File: src/hdl/i2c_mbe_pkg.sv
// ----------------------------------------------------------------------------
// i2c_mbe_pkg
// Shared types and constants of the I2C master bit engine.
// ----------------------------------------------------------------------------
package i2c_mbe_pkg;

    // Command codes
    localparam logic [2:0] OP_IDLE  = 3'd0;
    localparam logic [2:0] OP_START = 3'd1;
    localparam logic [2:0] OP_STOP  = 3'd2;
    localparam logic [2:0] OP_WRITE = 3'd3;
    localparam logic [2:0] OP_READ  = 3'd4;

    // Field widths
    localparam int unsigned CMD_W   = 3;
    localparam int unsigned BYTE_W  = 8;
    localparam int unsigned PHASE_W = 3;
    localparam int unsigned COUNT_W = 4;

    // Bits per byte transfer on the bus
    localparam logic [COUNT_W-1:0] BITS_PER_BYTE = 4'd8;

    // Bus engine state
    typedef struct packed {
        logic [CMD_W-1:0]   operation;
        logic [PHASE_W-1:0] phase;
        logic [COUNT_W-1:0] bit_count;
        logic [BYTE_W-1:0]  shift_reg;
        logic               ack_to_send;
        logic               ack_seen;
        logic               scl_level;
        logic               sda_level;
        logic [BYTE_W-1:0]  last_read;
    } engine_state_t;

    // One input item
    typedef struct packed {
        logic [CMD_W-1:0]  command;
        logic [BYTE_W-1:0] data_byte;
        logic              send_ack;
        logic              scl_sample;
        logic              sda_sample;
    } tick_item_t;

    localparam engine_state_t STATE_RESET = '{
        operation:   OP_IDLE,
        phase:       '0,
        bit_count:   '0,
        shift_reg:   '0,
        ack_to_send: 1'b0,
        ack_seen:    1'b0,
        scl_level:   1'b1,
        sda_level:   1'b1,
        last_read:   '0
    };

endpackage

File: src/hdl/i2c_master_bit_engine.sv
// ----------------------------------------------------------------------------
// i2c_master_bit_engine
// Bit-banged I2C master: one pin phase of start, stop, write or read per tick.
// ----------------------------------------------------------------------------
//  Channel | Dir | Fields (lowest bit first)
//  --------+-----+----------------------------------------------------------
//  s_      | in  | tuser: command; tdata: data_byte, send_ack, scl_sample,
//          |     |        sda_sample
//  m_      | out | tdata: scl_drive, sda_drive, busy_res, done_res,
//          |     |        read_byte, ack_bit
//
// One result per tick; a tick is taken every cycle while the result is not stalled,
// via input and result registers. The single engine state register sets the rate.
// Reset (aresetn low, synchronous) releases both lines and returns to idle.
// A stalled result holds the engine; one tick waits in the input register.
// ----------------------------------------------------------------------------
module i2c_master_bit_engine (
    input  logic        aclk,
    input  logic        aresetn,
    input  logic        s_tvalid,
    output logic        s_tready,
    input  logic [2:0]  s_tuser,   // command
    input  logic [15:0] s_tdata,   // data_byte, send_ack, scl_sample, sda_sample, pad
    output logic        m_tvalid,
    input  logic        m_tready,
    output logic [15:0] m_tdata    // scl_drive, sda_drive, busy_res, done_res,
                                   // read_byte, ack_bit, pad
);

    logic                       in_valid_reg;
    i2c_mbe_pkg::tick_item_t    item_reg;
    i2c_mbe_pkg::engine_state_t state_reg;
    i2c_mbe_pkg::engine_state_t state_next;
    logic                       done_next;
    logic                       out_valid_reg;
    logic [15:0]                out_data_reg;
    logic [15:0]                out_data_next;
    logic                       advance;

    // engine steps when a tick is held and the result slot frees up
    assign advance  = in_valid_reg && (!out_valid_reg || m_tready);
    assign s_tready = !in_valid_reg || advance;

    // input register
    always_ff @(posedge aclk) begin
        if (!aresetn) begin
            in_valid_reg <= 1'b0;
        end else if (s_tready) begin
            in_valid_reg <= s_tvalid;
        end
    end

    always_ff @(posedge aclk) begin
        if (s_tready && s_tvalid) begin
            item_reg <= '{
                command:    s_tuser,
                data_byte:  s_tdata[7:0],
                send_ack:   s_tdata[8],
                scl_sample: s_tdata[9],
                sda_sample: s_tdata[10]
            };
        end
    end

    // phase logic
    i2c_mbe_step u_step (
        .state_cur (state_reg),
        .item      (item_reg),
        .state_nxt (state_next),
        .done      (done_next)
    );

    always_ff @(posedge aclk) begin
        if (!aresetn) begin
            state_reg <= i2c_mbe_pkg::STATE_RESET;
        end else if (advance) begin
            state_reg <= state_next;
        end
    end

    // result register
    assign out_data_next = {3'b000,
                            state_next.ack_seen,
                            state_next.last_read,
                            done_next,
                            (state_next.operation != i2c_mbe_pkg::OP_IDLE),
                            state_next.sda_level,
                            state_next.scl_level};

    always_ff @(posedge aclk) begin
        if (!aresetn) begin
            out_valid_reg <= 1'b0;
        end else if (advance) begin
            out_valid_reg <= 1'b1;
        end else if (m_tready) begin
            out_valid_reg <= 1'b0;
        end
    end

    always_ff @(posedge aclk) begin
        if (advance) begin
            out_data_reg <= out_data_next;
        end
    end

    assign m_tvalid = out_valid_reg;
    assign m_tdata  = out_data_reg;

endmodule

File: src/hdl/i2c_mbe_step.sv
// ----------------------------------------------------------------------------
// i2c_mbe_step
// Next-state logic: one pin phase of the running command per tick.
// ----------------------------------------------------------------------------
module i2c_mbe_step (
    input  i2c_mbe_pkg::engine_state_t state_cur,
    input  i2c_mbe_pkg::tick_item_t    item,
    output i2c_mbe_pkg::engine_state_t state_nxt,
    output logic                       done
);

    i2c_mbe_pkg::engine_state_t st;
    logic [i2c_mbe_pkg::COUNT_W-1:0] cnt_inc;

    always_comb begin
        st      = state_cur;
        done    = 1'b0;
        cnt_inc = state_cur.bit_count + 1'b1;

        // command is taken only while idle
        if (st.operation == i2c_mbe_pkg::OP_IDLE) begin
            if (item.command inside {i2c_mbe_pkg::OP_START, i2c_mbe_pkg::OP_STOP,
                                     i2c_mbe_pkg::OP_WRITE, i2c_mbe_pkg::OP_READ}) begin
                st.operation = item.command;
                st.phase     = '0;
                st.bit_count = '0;
                if (item.command == i2c_mbe_pkg::OP_WRITE) begin
                    st.shift_reg = item.data_byte;
                end
                if (item.command == i2c_mbe_pkg::OP_READ) begin
                    st.ack_to_send = item.send_ack;
                end
            end
        end
        cnt_inc = st.bit_count + 1'b1;

        // run one phase
        case (st.operation)
            i2c_mbe_pkg::OP_START: begin
                case (st.phase)
                    3'd0: begin st.sda_level = 1'b1; st.phase = 3'd1; end
                    3'd1: begin st.scl_level = 1'b1; st.phase = 3'd2; end
                    3'd2: begin st.sda_level = 1'b0; st.phase = 3'd3; end
                    default: begin st.scl_level = 1'b0; done = 1'b1; end
                endcase
            end
            i2c_mbe_pkg::OP_STOP: begin
                case (st.phase)
                    3'd0: begin st.sda_level = 1'b0; st.phase = 3'd1; end
                    3'd1: begin st.scl_level = 1'b1; st.phase = 3'd2; end
                    default: begin st.sda_level = 1'b1; done = 1'b1; end
                endcase
            end
            i2c_mbe_pkg::OP_WRITE: begin
                case (st.phase)
                    3'd0: begin
                        st.sda_level = st.shift_reg[i2c_mbe_pkg::BYTE_W-1];
                        st.phase     = 3'd1;
                    end
                    3'd1: begin
                        st.scl_level = 1'b1;
                        st.shift_reg = {st.shift_reg[i2c_mbe_pkg::BYTE_W-2:0], 1'b0};
                        st.phase     = 3'd2;
                    end
                    3'd2: begin
                        st.scl_level = 1'b0;
                        st.bit_count = cnt_inc;
                        st.phase     = (cnt_inc >= i2c_mbe_pkg::BITS_PER_BYTE) ? 3'd3 : 3'd0;
                    end
                    3'd3: begin st.sda_level = 1'b1; st.phase = 3'd4; end
                    3'd4: begin st.scl_level = 1'b1; st.phase = 3'd5; end
                    default: begin
                        st.ack_seen  = item.sda_sample;
                        st.scl_level = 1'b0;
                        done         = 1'b1;
                    end
                endcase
            end
            i2c_mbe_pkg::OP_READ: begin
                case (st.phase)
                    3'd0: begin
                        st.sda_level = 1'b1;
                        st.shift_reg = '0;
                        st.phase     = 3'd1;
                    end
                    3'd1: begin st.scl_level = 1'b1; st.phase = 3'd2; end
                    3'd2: begin
                        // hold SCL released while the target stretches the clock
                        if (!item.scl_sample) begin
                            st.scl_level = 1'b1;
                        end else begin
                            st.shift_reg = {st.shift_reg[i2c_mbe_pkg::BYTE_W-2:0],
                                            item.sda_sample};
                            st.scl_level = 1'b0;
                            st.bit_count = cnt_inc;
                            st.phase     = (cnt_inc >= i2c_mbe_pkg::BITS_PER_BYTE) ?
                                           3'd3 : 3'd1;
                        end
                    end
                    3'd3: begin st.sda_level = ~st.ack_to_send; st.phase = 3'd4; end
                    3'd4: begin st.scl_level = 1'b1; st.phase = 3'd5; end
                    3'd5: begin st.scl_level = 1'b0; st.phase = 3'd6; end
                    default: begin
                        st.sda_level = 1'b1;
                        st.last_read = st.shift_reg;
                        done         = 1'b1;
                    end
                endcase
            end
            default: begin
                st.phase = st.phase;
            end
        endcase

        // back to idle on completion
        if (done) begin
            st.operation = i2c_mbe_pkg::OP_IDLE;
            st.phase     = '0;
            st.bit_count = '0;
        end
        state_nxt = st;
    end

endmodule
File: config.mk
export PLATFORM = sky130hd
export DESIGN_NAME = i2c_master_bit_engine
export DESIGN_NICKNAME = d
export VERILOG_FILES = /design/src/hdl/i2c_mbe_pkg.sv /design/src/hdl/i2c_master_bit_engine.sv /design/src/hdl/i2c_mbe_step.sv
export SDC_FILE = /design/constraint.sdc
export NUM_CORES = 1
export LEC_CHECK = 0
export BUFFER_PORTS_ARGS = -buffer_cell sky130_fd_sc_hd__buf_2
export CORE_MARGIN = 2
export CORE_UTILIZATION = 50
export CTS_BUF_LIST = sky130_fd_sc_hd__clkbuf_4 sky130_fd_sc_hd__clkbuf_8
export DETAILED_ROUTE_END_ITERATION = 7
export GPL_TIMING_DRIVEN = 0
export PLACE_DENSITY = 0.7
export REMOVE_ABC_BUFFERS = 1
export SLEW_MARGIN = 40
export SYNTH_ARGS = -nofsm -noshare
export SYNTH_HDL_FRONTEND = slang
export SYNTH_HIERARCHICAL = 1
export SYNTH_SLANG_ARGS = --single-unit
export TNS_END_PERCENT = 10
File: constraint.sdc
create_clock -name aclk -period 2.6 [get_ports aclk]
set_input_delay 0.52 -clock aclk [delete_from_list [all_inputs] [get_ports aclk]]
set_output_delay 0.52 -clock aclk [all_outputs]
set_load 0.02 [all_outputs]
# Yosys cells after proc, flatten, opt, wreduce, memory -nomap -nowiden
# Cells that the tools add are included.
# W data, S select, Z words.
totals:
  ff_bits: 59
  out_inout_bits: 18
classes:
  n_eq_ne: 13
  add_sub_neg: 1
  bitwise: 1
  mux: 39
  reduce_logical: 19
  order_cmp: 1
ops:
  columns: ["op", "n"]
  rows:
  - ["$mux W19", 2]
  - ["$mux W8", 4]
  - ["$pmux W12 S2", 1]
  - ["$eq A3 B2 Y1 const B", 6]
  - ["$pmux W3 S6", 1]
  - ["$pmux W8 S2", 1]
  - ["$mux W15", 1]
  - ["$pmux W3 S5", 1]
  - ["$eq A3 B3 Y1 const B", 4]
  - ["$pmux W1 S2", 6]
  - ["$pmux W3 S4", 1]
  - ["$mux W1", 11]
  - ["$mux W10", 1]
  - ["$eq A3 B1 Y1 const B", 3]
  - ["$pmux W3 S3", 1]
  - ["$mux W4", 2]
  - ["$pmux W2 S4", 1]
  - ["$reduce_or A2 Y1", 4]
  - ["$logic_not A3 Y1", 2]
  - ["$pmux W3 S2", 1]
  - ["$reduce_or A6 Y1", 1]
  - ["$reduce_or A5 Y1", 1]
  - ["$add A4 B1 Y4 const B", 1]
  - ["$ge A4 B4 Y1 const B", 1]
  - ["other kinds (12)", 16]

# Longest topological paths before layout
logic_depth:
  ltp_word: 12
  depth_mapped: 12
  ltp_nobuf: 9

# By module
# Netlist, hierarchy kept.
modules_own_cells:
  columns: ["mod", "area_each_um2", "seq_area_each_um2", "cells_per_inst", "instances"]
  rows:
  - ["i2c_master_bit_engine", 2158.3, 1451.4, 173, 1]
  - ["i2c_mbe_step", 1184.9, 0.0, 196, 1]

# Least setup slack after synthesis
# OpenSTA, ideal clock, no wires.
synth_path:
  path_kind: "reg2reg"
  start: "register item_reg[11] (netlist bit)"
  end: "register state_reg[22] (netlist bit)"
  required_time_ns: 2.528
  arrival_ns: 2.191
  period_less_slack_ns: 2.263
  path_stages_with_launch: 13
  slack_ns: 0.337
  path_cell_list: "edfxtp_1 buf_6 or3_4 nand3_2 buf_6 clkbuf_1 and2_1 ha_1 a21oi_1 a211o_1 a21oi_1 nand2_1 mux2i_1"
synth_lines:
  columns: ["item", "line_no", "source"]
  rows:
  - ["start, declared", "i2c_master_bit_engine.sv:31", "i2c_mbe_pkg::tick_item_t item_reg;"]
  - ["start signal, assigned", "i2c_master_bit_engine.sv:55", "item_reg <= '{"]
  - ["end signal, assigned", "i2c_master_bit_engine.sv:75", "state_reg <= i2c_mbe_pkg::STATE_RESET;"]
  - ["end signal, assigned", "i2c_master_bit_engine.sv:77", "state_reg <= state_next;"]
  - ["end, declared", "i2c_master_bit_engine.sv:32", "i2c_mbe_pkg::engine_state_t state_reg;"]

==> impl_summary.txt <==
----------------------------------------------------
[Placement]
  Half-perimeter wire length after detailed placement ... 4590 um
  Last weighted congestion value of the routability-driven placer ... 0.879
  Setup Slack @ Placement ... -0.174 ns
  Port-buffer cells ... 32

[Hold path]
  Hold Crit Class ... in -> reg
  Cells on Worst Hold Path ... 1

[Timing]
  Total of endpoints with negative setup slack in the final report ... 0
  Unrepaired setup endpoints after global routing ... true
  Accumulated negative setup slack ... 0 ns
  Final period demand of the worst path ... 2.49 ns
  Tcrit/Tclk final ... 95.6%
  Pins Over Slew Limit ... 0
  Hold slack ... 0.339 ns
  Setup Skew ... 0.00679 ns
  Worst rel slew slack ... 51.9%
  Number of hold violations in the final report ... 0
  Highest Clock Rate ... 402 MHz
  Final setup margin ... 0.114 ns
  Slew at the pin closest to its max-slew limit ... 0.721 ns

[Setup path]
  Largest incremental delay on the critical path ... 0.51 ns
  Sort of element at the start of the critical path ... flop
  Type of the worst setup path ... reg -> reg
  Ordered list of cells on the worst path ... or3_4 > nand3_4 > and4_1 > a211o_2 > nor2_1 > or3_1
  CP max FO ... 20
  Depth of the critical timing path with buffers and inverters included ... 6
  Cell count of the worst reg-to-reg path ... 6
  Required time reported for the critical path endpoint ... 2.69 ns
  CP endpoint kind ... flop
  Cell with the largest stage delay on the worst path ... sky130_fd_sc_hd__edfxtp_1
  Number of buffer and inverter stages on the critical path ... 0
  CP delay by family, top ... simple AND/OR/NAND/NOR gates
  Data arrival at the endpoint of the critical path ... 2.58 ns

[Layout]
  Number of nets in the finished design ... 412
  Area delta synth->final ... 10.3%
  Ratio of cells with drive above 1 in the final layout ... 18.3%
  Fillers ... 561
  Diodes inserted ... 0
  Final core area utilization ... 57.4%
  Max reg flops ... 30
  Commonest non-fill, non-tap cell in the layout ... sky130_fd_sc_hd__nand2_1
  Total area of multi-input combinational cells ... 0.00173 mm2
  Reg area ... 0.00145 mm2
  Commonest cells after routing, fill and taps aside ... sky130_fd_sc_hd__nand2_1, sky130_fd_sc_hd__mux2i_1, sky130_fd_sc_hd__dfxtp_1

[Route]
  Routed via count divided by cell count ... 5.91
  Vias after detailed routing ... 2777
  Total wire length after detailed routing ... 7230 um
  First-pass iteration count of the detailed router ... 7
  Antenna Violating Nets Remaining ... 0
  Detail-routed net length per standard cell ... 15.4 um
  Post-route DRC ... 3
  Iteration-0 DRC count of the detailed router ... 212

[Clocking]
  Clock Sink Count ... 59
  Number of buffers inserted during clock tree synthesis ... 9
  Clock tree from TritonCTS ... built
  Number of H-tree branching levels ... 3
  Maximum clock path buffer count ... 2
  Clock edge transition at the registers on the reported setup and hold paths ... 0.07 ns
  Later-pin clock latency in the skew report ... 0.35 ns
  Clock tree root buffer cell ... sky130_fd_sc_hd__clkbuf_8

[Job]
  Number of max-cap violations ... 0

[Yosys]
  Share of the yosys chip area belonging to registers ... 43.4%
  Most used flip-flop cell after synthesis ... sky130_fd_sc_hd__dfxtp_1
  Cell count after synthesis ... 369
  Largest area contributor in the netlist ... sky130_fd_sc_hd__edfxtp_1
  Proportion of synthesized flip-flops having asynchronous set or reset ... 0%
  Arithmetic-cell share of the synthesized area counting full adders, half adders and majority gates ... 0.374%
  Basic-gate share of the synthesized area counting and, or, nand and nor cells ... 19.4%
  Number of warnings reported in the yosys synthesis log ... 6
  Area share of the leading cell type in the synthesized netlist ... 24.3%
  Xor and xnor area share after synthesis ... 1.05%
  Synth top area cells ... sky130_fd_sc_hd__edfxtp_1, sky130_fd_sc_hd__dfxtp_1, sky130_fd_sc_hd__mux2i_1
  Mapped Area ... 0.00334 mm2
  Count of cell types in the netlist ... 62
  Combinational family with the most area after synthesis ... simple AND/OR/NAND/NOR gates
  Synth Area in Compound Gates ... 17.5%
  Synthesized area divided by synthesized cell count ... 9.06 um2
  Number of synthesized register bits ... 59
  Multiplexer fraction of the synthesized cell area ... 11.8%
  Number of enable-type register cells in the synthesized netlist ... 27

[Run status]
  Run status ... finished, violations left
  Violations in the final reports ... design-rule violations

[Pwr]
  P_int ... 1.46 mW
  Power share of the combinational group ... 13.4%
  Switching part of the total power ... 29.7%
  Clock share of power ... 36.5%
  Seq pwr share ... 50.1%
  Static Leak ... 1.34 nW
  Sw power ... 0.614 mW
  Peak ir drop on the vdd network ... 0.280 mV
  Pwr dens ... 561 mW/mm2

[GRT]
  Overall track demand over capacity in global routing ... 21.0%
  Via count of the first global-routing pass ... 2593
  Global-route wire length before repair ... 12200 um
  Largest net degree at the start of global routing ... 61
  Congestion Overflow GR ... 0
  Number of antenna violations at the first check in global routing ... 0

[Die]
  Rows ... 29
  Starting Density ... 52.1%
  Die Height ... 85.8 um
  Die extent in x ... 85.8 um
  Number of ports placed on the die boundary ... 41
  Area of the die ... 0.00736 mm2
  Area of the core region ... 0.00642 mm2

----------------------------------------------------
power groups by stage:
stage	combinational [mW]	sequential (mW)	clock [mW]
after floorplan	0.169	1.06	0
after global placement	0.256	1.06	0
after detailed placement	0.259	1.06	0
after CTS	0.261	1.04	0.767
after global routing	0.304	1.04	0.820
final	0.278	1.04	0.755
final timing paths:
kind | endpoint | from | slack [ns]
worst max-delay path | m_tdata[2]$_DFFE_PP_ | item_reg[13]$_DFFE_PP_ | 0.11
worst min-delay path | item_reg[13]$_DFFE_PP_ | s_tuser[2] | 0.34
worst max register to register | m_tdata[2]$_DFFE_PP_ | item_reg[13]$_DFFE_PP_ | 0.11
worst min register to register | state_reg[5]$_SDFFE_PN0P_ | state_reg[5]$_SDFFE_PN0P_ | 0.46
worst register-to-register path: stages, from the launching register on:
cell and delay (ns):
sky130_fd_sc_hd__edfxtp_1 0.51, sky130_fd_sc_hd__or3_4 0.46, sky130_fd_sc_hd__nand3_4 0.23, sky130_fd_sc_hd__and4_1 0.29, sky130_fd_sc_hd__a211o_2 0.26, sky130_fd_sc_hd__nor2_1 0.10, sky130_fd_sc_hd__or3_1 0.39
timing repair:
item / CTS / global route
hold buffers: 0 / 0
resized for setup: 2 / 9
setup endpoints to repair: 12 / 21
pin swaps: 1 / 1
setup buffers: 1 / 1
synth_stat cells (2+ instances only):
cell type	number
sky130_fd_sc_hd__xnor2_1	2
sky130_fd_sc_hd__o21ai_0	21
sky130_fd_sc_hd__and2_1	4
sky130_fd_sc_hd__nor2_1	21
sky130_fd_sc_hd__o22ai_1	9
sky130_fd_sc_hd__clkbuf_1	15
sky130_fd_sc_hd__buf_1	3
sky130_fd_sc_hd__o2111ai_1	2
sky130_fd_sc_hd__o311ai_1	2
sky130_fd_sc_hd__a211oi_1	3
sky130_fd_sc_hd__mux2_2	2
sky130_fd_sc_hd__nand2_1	87
sky130_fd_sc_hd__xor2_1	2
sky130_fd_sc_hd__nand4_1	3
sky130_fd_sc_hd__or3_1	2
sky130_fd_sc_hd__o221ai_1	7
sky130_fd_sc_hd__o211ai_1	3
sky130_fd_sc_hd__buf_12	2
sky130_fd_sc_hd__buf_2	2
sky130_fd_sc_hd__nor2b_1	2
sky130_fd_sc_hd__buf_6	3
sky130_fd_sc_hd__a311oi_1	2
sky130_fd_sc_hd__a211o_1	3
sky130_fd_sc_hd__nand3_1	3
sky130_fd_sc_hd__nor3_1	2
sky130_fd_sc_hd__a31oi_1	3
sky130_fd_sc_hd__a21oi_1	18
sky130_fd_sc_hd__dfxtp_1	32
sky130_fd_sc_hd__buf_4	4
sky130_fd_sc_hd__o21a_1	2
sky130_fd_sc_hd__edfxtp_1	27
sky130_fd_sc_hd__a21boi_0	2
sky130_fd_sc_hd__inv_1	7
sky130_fd_sc_hd__nor3b_1	2
sky130_fd_sc_hd__o21ai_1	2
sky130_fd_sc_hd__mux2i_1	37
stage by stage:
stage	cells	power [mW]	cell area, um2
floorplan	342	1.23	3170
global placement	451	1.31	3430
detailed placement	451	1.32	3430
CTS	468	2.06	3610
global route	470	2.17	3690
finish	470	2.07	3690
final cells by class:
cell class,instances,share of cell area [%]
multi-input combinational,275,46.8
sequential,59,39.3
timing repair buffer,35,5.56
clock buffer,9,3.36
tap,77,2.61
clock inverter,7,1.42
inverter,8,0.882
cells by family after synthesis:
group	Yosys count
xor gates and xnor gates	4
DFF	59
and+or+nand+nor	140
adders and majority gates	1
muxes	39
buffers and inverters	37
AOI/OAI and AO/OA	88
other	1
layer usage:
layer / global-route usage (%) / part of all wire (%) / up-vias
met5: 0 / 0 / -
met4: 6.78 / 2.0 / 0
met3: 5.58 / 5.3 / 16
met2: 33.5 / 47 / 85
met1: 27.8 / 46 / 1314
li1: - / - / 1362
Power figures use the tool's default switching activity.
